==> src/sv/lft_pkg.sv <==
// Package: shared types, byte kind codes and defaults for the LIN frame transmitter.
package lft_pkg;

    localparam int BREAK_BYTES_DEF = 3;
    localparam int QUEUE_DEPTH_DEF = 2;

    localparam logic [7:0] SYNC_BYTE  = 8'h55;
    localparam logic [7:0] BREAK_BYTE = 8'h00;

    typedef enum logic [2:0] {
        KIND_BREAK = 3'd0,
        KIND_SYNC  = 3'd1,
        KIND_PID   = 3'd2,
        KIND_DATA  = 3'd3,
        KIND_CSUM  = 3'd4
    } byte_kind_t;

    typedef struct packed {
        logic       start_frame;
        logic       end_frame;
        logic [5:0] frame_id;
        logic [7:0] data_byte;
    } lft_in_t;

    typedef struct packed {
        logic [7:0] line_byte;
        logic [2:0] byte_kind;
        logic       run_last;
    } lft_out_t;

    // One queued job: a header run or a single data byte, with optional checksum
    typedef struct packed {
        logic       is_header;
        logic [7:0] body_byte;
        logic [7:0] csum_byte;
        logic       has_csum;
    } lft_job_t;

endpackage

==> src/sv/lft_top.sv <==
// Top level: LIN frame transmitter, front end, job queue and byte sequencer.
//
//  channel  | valid        | ready        | payload            | moves
//  ---------+--------------+--------------+--------------------+-------------------------
//  input    | item_valid   | item_ready   | item   (lft_in_t)  | one frame item per transfer
//  output   | result_valid | result_ready | result (lft_out_t) | one line byte per transfer
//
// Bytes: the sequencer emits one byte per cycle while a job waits and the output is not
//   stalled. A data item makes one byte (two with its checksum); a start item makes
//   BREAK_BYTES+2 bytes (BREAK_BYTES+3 with checksum), through a single output byte register.
// Reset: rst_n clears frame state, queue pointers and the output valid at once.
// Stalls: the job queue lets the front end keep taking items while the output stalls;
//   item_ready drops only when the queue is full. Data outside a frame is absorbed.
module lin_frame_transmitter_top
    import lft_pkg::*;
#(
    parameter int BREAK_BYTES = BREAK_BYTES_DEF,
    parameter int QUEUE_DEPTH = QUEUE_DEPTH_DEF
)
(
    input  logic     clk,
    input  logic     rst_n,
    input  logic     item_valid,
    output logic     item_ready,
    input  lft_in_t  item,
    output logic     result_valid,
    input  logic     result_ready,
    output lft_out_t result
);

    // Front end to queue
    logic     push;
    lft_job_t push_job;
    logic     q_full;

    // Queue to sequencer
    logic     q_empty;
    logic     pop;
    lft_job_t head_job;

    lft_front u_front (
        .clk        (clk),
        .rst_n      (rst_n),
        .item_valid (item_valid),
        .item_ready (item_ready),
        .item       (item),
        .queue_full (q_full),
        .job_push   (push),
        .job        (push_job)
    );

    lft_queue #(
        .DEPTH (QUEUE_DEPTH)
    ) u_queue (
        .clk      (clk),
        .rst_n    (rst_n),
        .push     (push),
        .push_job (push_job),
        .pop      (pop),
        .head_job (head_job),
        .full     (q_full),
        .empty    (q_empty)
    );

    // Sequencer: one byte per cycle into the output register while the output is not stalled
    lft_back #(
        .BREAK_BYTES (BREAK_BYTES)
    ) u_back (
        .clk          (clk),
        .rst_n        (rst_n),
        .job_valid    (~q_empty),
        .job          (head_job),
        .job_pop      (pop),
        .result_valid (result_valid),
        .result_ready (result_ready),
        .result       (result)
    );

endmodule

==> src/sv/lft_front.sv <==
// Front end: takes input transfers, tracks the open frame and checksum, issues jobs.
module lft_front
    import lft_pkg::*;
(
    input  logic     clk,
    input  logic     rst_n,
    input  logic     item_valid,
    output logic     item_ready,
    input  lft_in_t  item,
    input  logic     queue_full,
    output logic     job_push,
    output lft_job_t job
);

    logic       open_reg, open_next;
    logic [7:0] sum_reg, sum_next;
    logic [7:0] pid;
    logic [8:0] raw_sum;
    logic [7:0] folded;
    logic       accept;

    // Parity in bits 7 and 6
    function automatic logic [7:0] protect_id(input logic [5:0] id);
        logic p0;
        logic p1;
        p0 = id[0] ^ id[1] ^ id[2] ^ id[4];
        p1 = ~(id[1] ^ id[3] ^ id[4] ^ id[5]);
        return {p1, p0, id};
    endfunction

    assign item_ready = ~queue_full;
    assign accept     = item_valid & item_ready;
    assign pid        = protect_id(item.frame_id);

    // End-around carry: s - 255 == s[7:0] + 1 when s > 255
    assign raw_sum = {1'b0, sum_reg} + {1'b0, item.data_byte};
    assign folded  = raw_sum[8] ? (raw_sum[7:0] + 8'd1) : raw_sum[7:0];

    always_comb
    begin
        open_next     = open_reg;
        sum_next      = sum_reg;
        job_push      = 1'b0;
        job.is_header = item.start_frame;
        job.has_csum  = item.end_frame;
        job.body_byte = item.start_frame ? pid : item.data_byte;
        job.csum_byte = item.start_frame ? ~pid : ~folded;
        if (accept)
        begin
            if (item.start_frame)
            begin
                job_push  = 1'b1;
                open_next = ~item.end_frame;
                sum_next  = item.end_frame ? 8'd0 : pid;
            end
            else if (open_reg)
            begin
                job_push  = 1'b1;
                open_next = ~item.end_frame;
                sum_next  = item.end_frame ? 8'd0 : folded;
            end
        end
    end

    always_ff @(posedge clk or negedge rst_n)
    begin
        if (!rst_n)
        begin
            open_reg <= 1'b0;
            sum_reg  <= 8'd0;
        end
        else
        begin
            open_reg <= open_next;
            sum_reg  <= sum_next;
        end
    end

endmodule

==> src/sv/lft_queue.sv <==
// Job queue: small register FIFO between the front end and the byte sequencer.
module lft_queue
    import lft_pkg::*;
#(
    parameter int DEPTH = QUEUE_DEPTH_DEF
)
(
    input  logic     clk,
    input  logic     rst_n,
    input  logic     push,
    input  lft_job_t push_job,
    input  logic     pop,
    output lft_job_t head_job,
    output logic     full,
    output logic     empty
);

    localparam int PTR_W = (DEPTH > 1) ? $clog2(DEPTH) : 1;
    localparam int CNT_W = $clog2(DEPTH + 1);

    lft_job_t             slot_reg [DEPTH];
    logic     [PTR_W-1:0] wr_ptr_reg, wr_ptr_next;
    logic     [PTR_W-1:0] rd_ptr_reg, rd_ptr_next;
    logic     [CNT_W-1:0] count_reg, count_next;

    assign full     = (count_reg == CNT_W'(DEPTH));
    assign empty    = (count_reg == '0);
    assign head_job = slot_reg[rd_ptr_reg];

    always_comb
    begin
        wr_ptr_next = wr_ptr_reg;
        rd_ptr_next = rd_ptr_reg;
        count_next  = count_reg;
        if (push)
            wr_ptr_next = (wr_ptr_reg == PTR_W'(DEPTH - 1)) ? '0 : wr_ptr_reg + PTR_W'(1);
        if (pop)
            rd_ptr_next = (rd_ptr_reg == PTR_W'(DEPTH - 1)) ? '0 : rd_ptr_reg + PTR_W'(1);
        if (push && !pop)
            count_next = count_reg + CNT_W'(1);
        else if (pop && !push)
            count_next = count_reg - CNT_W'(1);
    end

    always_ff @(posedge clk or negedge rst_n)
    begin
        if (!rst_n)
        begin
            wr_ptr_reg <= '0;
            rd_ptr_reg <= '0;
            count_reg  <= '0;
        end
        else
        begin
            wr_ptr_reg <= wr_ptr_next;
            rd_ptr_reg <= rd_ptr_next;
            count_reg  <= count_next;
        end
    end

    always_ff @(posedge clk)
    begin
        if (push)
            slot_reg[wr_ptr_reg] <= push_job;
    end

    a_no_overflow: assert property (@(posedge clk) disable iff (!rst_n) push |-> !full || pop)
        else $error("queue push while full");
    a_no_underflow: assert property (@(posedge clk) disable iff (!rst_n) pop |-> !empty)
        else $error("queue pop while empty");
    a_count_range: assert property (@(posedge clk) disable iff (!rst_n)
        count_reg <= CNT_W'(DEPTH))
        else $error("queue count out of range");

endmodule

==> src/sv/lft_back.sv <==
// Back end: walks each job byte by byte into the output register.
module lft_back
    import lft_pkg::*;
#(
    parameter int BREAK_BYTES = BREAK_BYTES_DEF
)
(
    input  logic     clk,
    input  logic     rst_n,
    input  logic     job_valid,
    input  lft_job_t job,
    output logic     job_pop,
    output logic     result_valid,
    input  logic     result_ready,
    output lft_out_t result
);

    localparam int SW = $clog2(BREAK_BYTES + 3);

    logic [SW-1:0] step_reg, step_next;
    logic          out_valid_reg, out_valid_next;
    lft_out_t      out_reg, out_next;
    logic [SW-1:0] last_step;
    logic          load;
    logic          at_last;

    always_comb
    begin
        if (job.is_header)
            last_step = job.has_csum ? SW'(BREAK_BYTES + 2) : SW'(BREAK_BYTES + 1);
        else
            last_step = job.has_csum ? SW'(1) : SW'(0);
    end

    assign load    = job_valid && (!out_valid_reg || result_ready);
    assign at_last = (step_reg == last_step);
    assign job_pop = load && at_last;

    always_comb
    begin
        out_next.run_last = at_last;
        if (job.is_header)
        begin
            if (step_reg < SW'(BREAK_BYTES))
            begin
                out_next.line_byte = BREAK_BYTE;
                out_next.byte_kind = KIND_BREAK;
            end
            else if (step_reg == SW'(BREAK_BYTES))
            begin
                out_next.line_byte = SYNC_BYTE;
                out_next.byte_kind = KIND_SYNC;
            end
            else if (step_reg == SW'(BREAK_BYTES + 1))
            begin
                out_next.line_byte = job.body_byte;
                out_next.byte_kind = KIND_PID;
            end
            else
            begin
                out_next.line_byte = job.csum_byte;
                out_next.byte_kind = KIND_CSUM;
            end
        end
        else if (step_reg == '0)
        begin
            out_next.line_byte = job.body_byte;
            out_next.byte_kind = KIND_DATA;
        end
        else
        begin
            out_next.line_byte = job.csum_byte;
            out_next.byte_kind = KIND_CSUM;
        end
    end

    always_comb
    begin
        step_next      = step_reg;
        out_valid_next = out_valid_reg;
        if (load)
        begin
            out_valid_next = 1'b1;
            step_next      = at_last ? '0 : step_reg + SW'(1);
        end
        else if (result_ready)
            out_valid_next = 1'b0;
    end

    always_ff @(posedge clk or negedge rst_n)
    begin
        if (!rst_n)
        begin
            step_reg      <= '0;
            out_valid_reg <= 1'b0;
        end
        else
        begin
            step_reg      <= step_next;
            out_valid_reg <= out_valid_next;
        end
    end

    always_ff @(posedge clk)
    begin
        if (load)
            out_reg <= out_next;
    end

    assign result_valid = out_valid_reg;
    assign result       = out_reg;

    a_step_range: assert property (@(posedge clk) disable iff (!rst_n)
        step_reg <= SW'(BREAK_BYTES + 2))
        else $error("sequencer step out of range");
    a_mid_job_head: assert property (@(posedge clk) disable iff (!rst_n)
        step_reg != '0 |-> job_valid)
        else $error("job left queue before its last byte");
    a_pop_marks_last: assert property (@(posedge clk) disable iff (!rst_n)
        job_pop |=> result_valid && result.run_last)
        else $error("job retired without a last-marked byte");

endmodule

==> config.mk <==
export PLATFORM = sky130hd
export DESIGN_NAME = lin_frame_transmitter_top
export DESIGN_NICKNAME = d
export VERILOG_FILES = /design/src/sv/lft_pkg.sv /design/src/sv/lft_top.sv /design/src/sv/lft_front.sv /design/src/sv/lft_queue.sv /design/src/sv/lft_back.sv
export SDC_FILE = /design/constraint.sdc
export NUM_CORES = 1
export LEC_CHECK = 0
export BUFFER_PORTS_ARGS = -buffer_cell sky130_fd_sc_hd__buf_2
export CAP_MARGIN = 5
export CORE_MARGIN = 2
export CORE_UTILIZATION = 35
export DETAILED_ROUTE_END_ITERATION = 8
export SLEW_MARGIN = 0
export SYNTH_ARGS = -nofsm -noshare
export SYNTH_HDL_FRONTEND = slang
export SYNTH_HIERARCHICAL = 1
export SYNTH_SLANG_ARGS = --single-unit
==> constraint.sdc <==
create_clock -name clk -period 2.25 [get_ports clk]
set_clock_uncertainty 0.1 [all_clocks]
set_input_delay 0.225 -clock clk [delete_from_list [all_inputs] [get_ports clk]]
set_output_delay 0.225 -clock clk [all_outputs]
set_load 0.005 [all_outputs]
==> results_dict.tcl, run 1 <==
set metrics [dict create \
    port_buffers 33 \
    worstReg2RegEnd "u_front/sum_reg[6]" \
    dp_cells 496 \
    dr.first_iter.drc_count 95 \
    synth_seq_area_share_pct 50.3 \
    power.density_mw_per_mm2 1390 \
    worstPathMaxFanout 4 \
    fin_crit_sh_pct 114 \
    p_leak_nw 1.90 \
    avgSynthCellArea_um2 11.9 \
    die_area_mm2 0.0114 \
    slew_headroom_pct 65.1 \
    max_freq_mhz 389 \
    ant_nets 0 \
    dpl.hpwl_um 5650 \
    period_needed_ns 2.57 \
    synth_seq_cells 65 \
    synthTopCellsByArea "edfxtp_1, dfrtp_1, ha_1" \
    clock-root-buffer "clkbuf_8" \
    holdCritStartpoint "item[14]" \
    violations "setup timing" \
    hold_viol 0 \
    clk_latency_ns 0.34 \
    synth_commonest_cells "edfxtp_1, inv_1, nand2_1" \
    maxSlewViolCount 0 \
    cts_max_level 3 \
    finalNonFillerCells 519 \
    tritoncts "done" \
    synth_area_leader_cell "edfxtp_1" \
    ys_types 67 \
    clock_sinks 65 \
    start_util_pct 35.9 \
    cts_made_buffers 9 \
    drc_errors 0 \
    syn_to_final_growth_pct 24.7 \
    insertedDiodeCount 0 \
    synthesis.nets 346 \
    yosysWarnings 6 \
    worst_pin_slew_ns 0.524 \
    pin_count 34 \
    cp.arrival_ns 2.68 \
    switching_share_pct 36.1 \
    synth_top_area_share_pct 38.9 \
    hp-class "in2reg" \
    die_h_um 107 \
    grt_usage_pct 14.0 \
    clk_path_buf_depth 2 \
    cp-start-kind "register" \
    grt_pass1_wl_um 12300 \
    end_kind "register" \
    grt_max_degree 20 \
    seq_power_share_pct 31.6 \
    r2r_slack_ns -0.32 \
    switchingPower_w 0.00231 \
    reg2reg_depth 8 \
    intPower_w 0.00410 \
    rsz0062_at_grt "yes" \
    grt.overflow.total 0 \
    fin_hold_ws_ns 0.0687 \
    min_path_cells 2 \
    crit_required_ns 2.36 \
    drt_wl_total_um 7890 \
    vias_per_cell 5.09 \
    vdd_ir_drop_max_uv 529 \
    rows 37 \
    worst_slack_ns -0.319 \
    die_width_um 107 \
    grt_pass1_vias 2482 \
    avgRoutedWirePerCell_um 15.2 \
    power_frac_comb_pct 51.1 \
    firstDrtPassIters 4 \
    num_vias 2641 \
    clk_pin_slew_ns 0.08 \
    syn_inst 311 \
    min_to "u_front/open_reg" \
    synth_flop_cell "edfxtp_1" \
    gp_congestion 0.881 \
    layout-drive-gt1-share_pct 37.6 \
    critPathKind "reg2reg" \
    synth_edf_count 48 \
    fillers 957 \
    antenna_found_initial 0 \
    syn_area_mm2 0.00371 \
    async_reset_ff_share_pct 26.2 \
    outcome "finished with violations" \
    largest_reg_flops 36 \
    layout.nets 413 \
    maxCapViolations 0 \
    synth.most_common_cell "edfxtp_1" \
    r2r-start "u_front/sum_reg[0]" \
    finalSetupViolations 17 \
    core_area_mm2 0.0103 \
    clockPowerShare_pct 17.3 \
]
final cells by class:
type / count / area [µm²] / area share [%]
Clock buffer: 9 / 124 / 2.68
Multi-Input combinational cell: 211 / 1840 / 39.8
Inverter: 21 / 78.8 / 1.70
Timing Repair Buffer: 70 / 445 / 9.63
Sequential cell: 65 / 1870 / 40.3
Tap cell: 136 / 170 / 3.68
Clock inverter: 7 / 100 / 2.16
timing repair:
| item | CTS | global route |
|---|---|---|
| endpoints found under the hold margin | 17 | 0 |
| resized for setup | 8 | 22 |
| setup endpoints to repair | 23 | 25 |
| buffers inserted | 1 | 5 |
| pin swaps | 5 | 11 |
| hold buffers | 1 | 0 |
per-stage QoR:
stage               utilization [%]  instance area, µm²  TNS [ns]  worst slack, ns  power (W)
floorplan                         -                3720    -0.810           -0.144    0.00407
global placement               40.4                4170     -2.40           -0.256    0.00489
detailed placement             40.4                4170     -3.06           -0.317    0.00494
CTS                            43.1                4450     -2.48           -0.289    0.00615
global route                   44.8                4630     -3.79           -0.383    0.00687
finish                         44.8                4630     -2.55           -0.319    0.00641
layout by cell type, fill, tap and decap left out, drive strengths merged, types with 2 or more instances in the layout:
master / Yosys / final
buf: 11 / 69
edfxtp: 48 / 48
inv: 21 / 24
mux2: 23 / 23
nand2: 21 / 21
dfrtp: 17 / 17
o21ai: 17 / 17
ha: 14 / 14
a21oi: 11 / 11
clkbuf: 3 / 9
xnor2: 9 / 9
mux2i: 8 / 8
o22ai: 8 / 8
and3: 8 / 8
nor2b: 7 / 7
nor2: 7 / 7
xor2: 7 / 7
nor3: 6 / 6
a211oi: 4 / 4
nand2b: 4 / 4
a221o: 4 / 4
o21a: 4 / 4
nand4: 3 / 3
a21o: 3 / 3
and2: 3 / 3
nand3: 3 / 3
nor3b: 3 / 3
or2: 3 / 3
o31ai: 3 / 3
bufinv: 0 / 2
nand3b: 2 / 2
clkinv: 0 / 2
o221ai: 2 / 2
a211o: 2 / 2
or3: 2 / 2
cells by family (layout without fill, tap and decap cells):
logic type / count (synthesis) / count (layout) / share of synthesized area (%)
and+or+nand+nor: 77 / 77 / 11.6
AOI/OAI and AO/OA: 72 / 72 / 14.0
DFF: 65 / 65 / 50.3
buffers and inverters: 35 / 107 / 5.06
muxes: 31 / 31 / 10.1
xor gates and xnor gates: 16 / 16 / 3.78
adders and majority gates: 15 / 15 / 5.26
power by group through the flow:
stage | registers (W) | clock network, W | logic [W]
after floorplan | 0.00201 | 0 | 0.00206
after global placement | 0.00202 | 0 | 0.00287
after detailed placement | 0.00203 | 0 | 0.00291
after CTS | 0.00201 | 0.00115 | 0.00299
after global routing | 0.00206 | 0.00120 | 0.00361
final | 0.00202 | 0.00111 | 0.00328
critical path, stage by stage, from the launching register on:
cell and delay (ns):
dfrtp_1 0.41, ha_4 0.18, fa_2 0.56, ha_4 0.15, nand2_2 0.04, or3_4 0.39
o31a_1 0.26, o31ai_2 0.25, o21ai_1 0.11
worst max-delay path by stage:
stage                                   from                      to  slack (ns)  depth (start not counted)
after global routing      u_front/sum_reg[1]  u_queue/slot_reg[0][8]       -0.38                          8
after floorplan           u_front/sum_reg[0]      u_front/sum_reg[6]       -0.14                          8
after detailed placement  u_front/sum_reg[0]  u_queue/slot_reg[0][8]       -0.32                          8
after CTS                 u_front/sum_reg[1]  u_queue/slot_reg[0][8]       -0.29                          7
final                     u_front/sum_reg[0]      u_front/sum_reg[6]       -0.32                          8
after global placement    u_front/sum_reg[0]  u_queue/slot_reg[0][8]       -0.26                          8
metal layers:
metal	share of wire, %	track usage, %	routed length (µm)	vias up
met5	0	0	0	-
met4	1.1	3.71	87	0
met3	4.7	3.83	372	8
met2	49	23.2	3870	58
met1	45	18.2	3550	1277
li1	-	-	-	1298
Power figures use the tool's default switching activity.
==> run 2, diff against run 1 <==
--- a/config.mk
+++ b/config.mk
@@ -7,7 +7,6 @@
 export LEC_CHECK = 0
 export BUFFER_PORTS_ARGS = -buffer_cell sky130_fd_sc_hd__buf_2
 export CAP_MARGIN = 5
-export CORE_MARGIN = 2
 export CORE_UTILIZATION = 35
 export DETAILED_ROUTE_END_ITERATION = 8
 export SLEW_MARGIN = 0
==> run 2 against run 1 <==
The flow still finishes with violations (setup timing). Clock power shrank 15%. Final cell count grew 0.39%. Worst setup slack lost 0.0087 ns. Design area shrank 0.43%. Via count shrank 0.45%. Sequential power is essentially flat. Fmax shrank 0.34%. Flip-flop and latch count is the same. Utilization is essentially flat.
==> results_dict.tcl, run 2 (synthesis results as in run 1) <==
set metrics [dict create \
    outcome "finished with violations" \
    violations "setup timing" \
    layout.nets 415 \
    pin_count 34 \
    clock-root-buffer "clkbuf_8" \
    crit_path_max_incr_delay_ns 0.54 \
    grt_pass1_vias 2602 \
    critPathKind "reg2reg" \
    power_w 0.00629 \
    drt_wl_total_um 7800 \
    antenna_found_initial 0 \
    num_vias 2629 \
    start_util_pct 36.1 \
    avgRoutedWirePerCell_um 15.0 \
    layout-drive-gt1-share_pct 37.4 \
    worstPathMaxFanout 3 \
    hp-class "in2reg" \
    p_leak_nw 1.90 \
    vdd_ir_drop_max_uv 676 \
    crit_path_frequent_cell "ha_2" \
    maxCapViolations 0 \
    port_buffers 33 \
    final_area_mm2 0.00461 \
    dp_cells 494 \
    core_area_mm2 0.0103 \
    dpl.hpwl_um 5630 \
    largest_reg_flops 36 \
    finalSetupViolations 17 \
    r2r-start "u_front/sum_reg[0]" \
    critPathSlowestCell "fa_2" \
    cts_made_buffers 9 \
    power.density_mw_per_mm2 1360 \
    die_h_um 105 \
    finalNonFillerCells 521 \
    fillers 973 \
    dpl_worst_slack_ns -0.290 \
    rsz0062_at_grt "yes" \
    worst_pin_slew_ns 0.501 \
    final_cell_mix "edfxtp_1, buf_4, buf_2, inv_1, nand2_1" \
    worst_slack_ns -0.327 \
    end_kind "register" \
    crit_required_ns 2.34 \
    r2r_slack_ns -0.33 \
    dr.first_iter.drc_count 100 \
    rows 37 \
    drc_errors 0 \
    grt_max_degree 20 \
    firstDrtPassIters 4 \
    final_util_pct 44.8 \
    max_freq_mhz 388 \
    maxSlewViolCount 0 \
    die_width_um 105 \
    syn_to_final_growth_pct 24.2 \
    crit_start "u_front/sum_reg[0]" \
    clk_path_buf_depth 2 \
    insertedDiodeCount 0 \
    slew_headroom_pct 66.6 \
    grt.overflow.total 0 \
    placed_area_mm2 0.00416 \
    worstReg2RegEnd "u_front/sum_reg[6]" \
    final_common_cell "edfxtp_1" \
    vias_per_cell 5.05 \
    die_area_mm2 0.0110 \
    gp_congestion 0.854 \
    clk_latency_ns 0.33 \
    reg2reg_depth 8 \
    grt_usage_pct 14.9 \
    clock_sinks 65 \
    hold_viol 0 \
    path_cells "ha_2 > fa_2 > ha_2 > nand2_1 > or3_4 > o31a_1 > o31ai_4 > o21ai_1" \
    clk_pin_slew_ns 0.07 \
    grt_pass1_wl_um 12800 \
    cp-start-kind "register" \
    cp.arrival_ns 2.67 \
    cts_max_level 3 \
    period_needed_ns 2.58 \
    fin_crit_sh_pct 115 \
    tritoncts "done" \
    ant_nets 0 \
    crit_end "u_front/sum_reg[6]" \
]
run 2: how the worst min path moves through the flow:
stage,startpoint,slack [ns],end,cells past startpoint
finish,item[14],0.07,u_front/open_reg,2
detailed placement,rst_n,0.09,u_back/step_reg[1],1
CTS,item[15],0.05,u_queue/slot_reg[1][17],1
floorplan,rst_n,-0.17,u_back/result_valid,0
global route,item[14],0.05,u_front/open_reg,2
global placement,rst_n,0.1,u_back/step_reg[0],1
run 2: layout make-up:
| class | instances | area, µm² | share of cell area, % |
|---|---|---|---|
| flip-flops and latches | 65 | 1870 | 40.5 |
| multi-input cells | 211 | 1830 | 39.7 |
| repair buffers | 72 | 468 | 10.2 |
| clock buffers | 14 | 184 | 3.99 |
| well taps | 136 | 170 | 3.69 |
| inverters | 21 | 78.8 | 1.71 |
| clock inverters | 2 | 10.0 | 0.217 |
run 2: worst max-delay path, delay by kind of cell, from the launching register on:
family / cells / cell delay (ns)
and+or+nand+nor: 2 / 0.44
DFF: 1 / 0.40
adders and majority gates: 3 / 0.90
AOI/OAI and AO/OA: 3 / 0.59
run 2: report_power, final:
| part | switching [W] | internal, W | total [W] |
|---|---|---|---|
| clock network | 0.000416 | 0.000525 | 0.000941 |
| registers | 0.000188 | 0.00183 | 0.00202 |
| logic | 0.00168 | 0.00165 | 0.00333 |
| total | 0.00228 | 0.00401 | 0.00629 |
run 2: metal layers:
| layer | track usage, % | wire length [µm] |
|---|---|---|
| met1 | 19.6 | 3630 |
| met2 | 24.4 | 3800 |
| met3 | 2.37 | 250 |
| met4 | 6.54 | 119 |
| met5 | 0 | 0 |
run 2: through the flow:
step,setup TNS (ns),hold WS [ns]
2_1_floorplan,-0.810,-0.171
3_3_place_gp,-2.51,0.0958
3_5_place_dp,-2.98,0.0926
4_1_cts,-3.03,0.0464
5_1_grt,-4.97,0.0521
6_report,-3.28,0.0655
run 2: timing repair:
action / CTS / global route
endpoints found under the hold margin: 17 / 0
setup endpoints to repair: 20 / 25
resized for setup: 8 / 23
hold buffers: 1 / 0
setup buffers: 6 / 4
pin swaps: 5 / 7
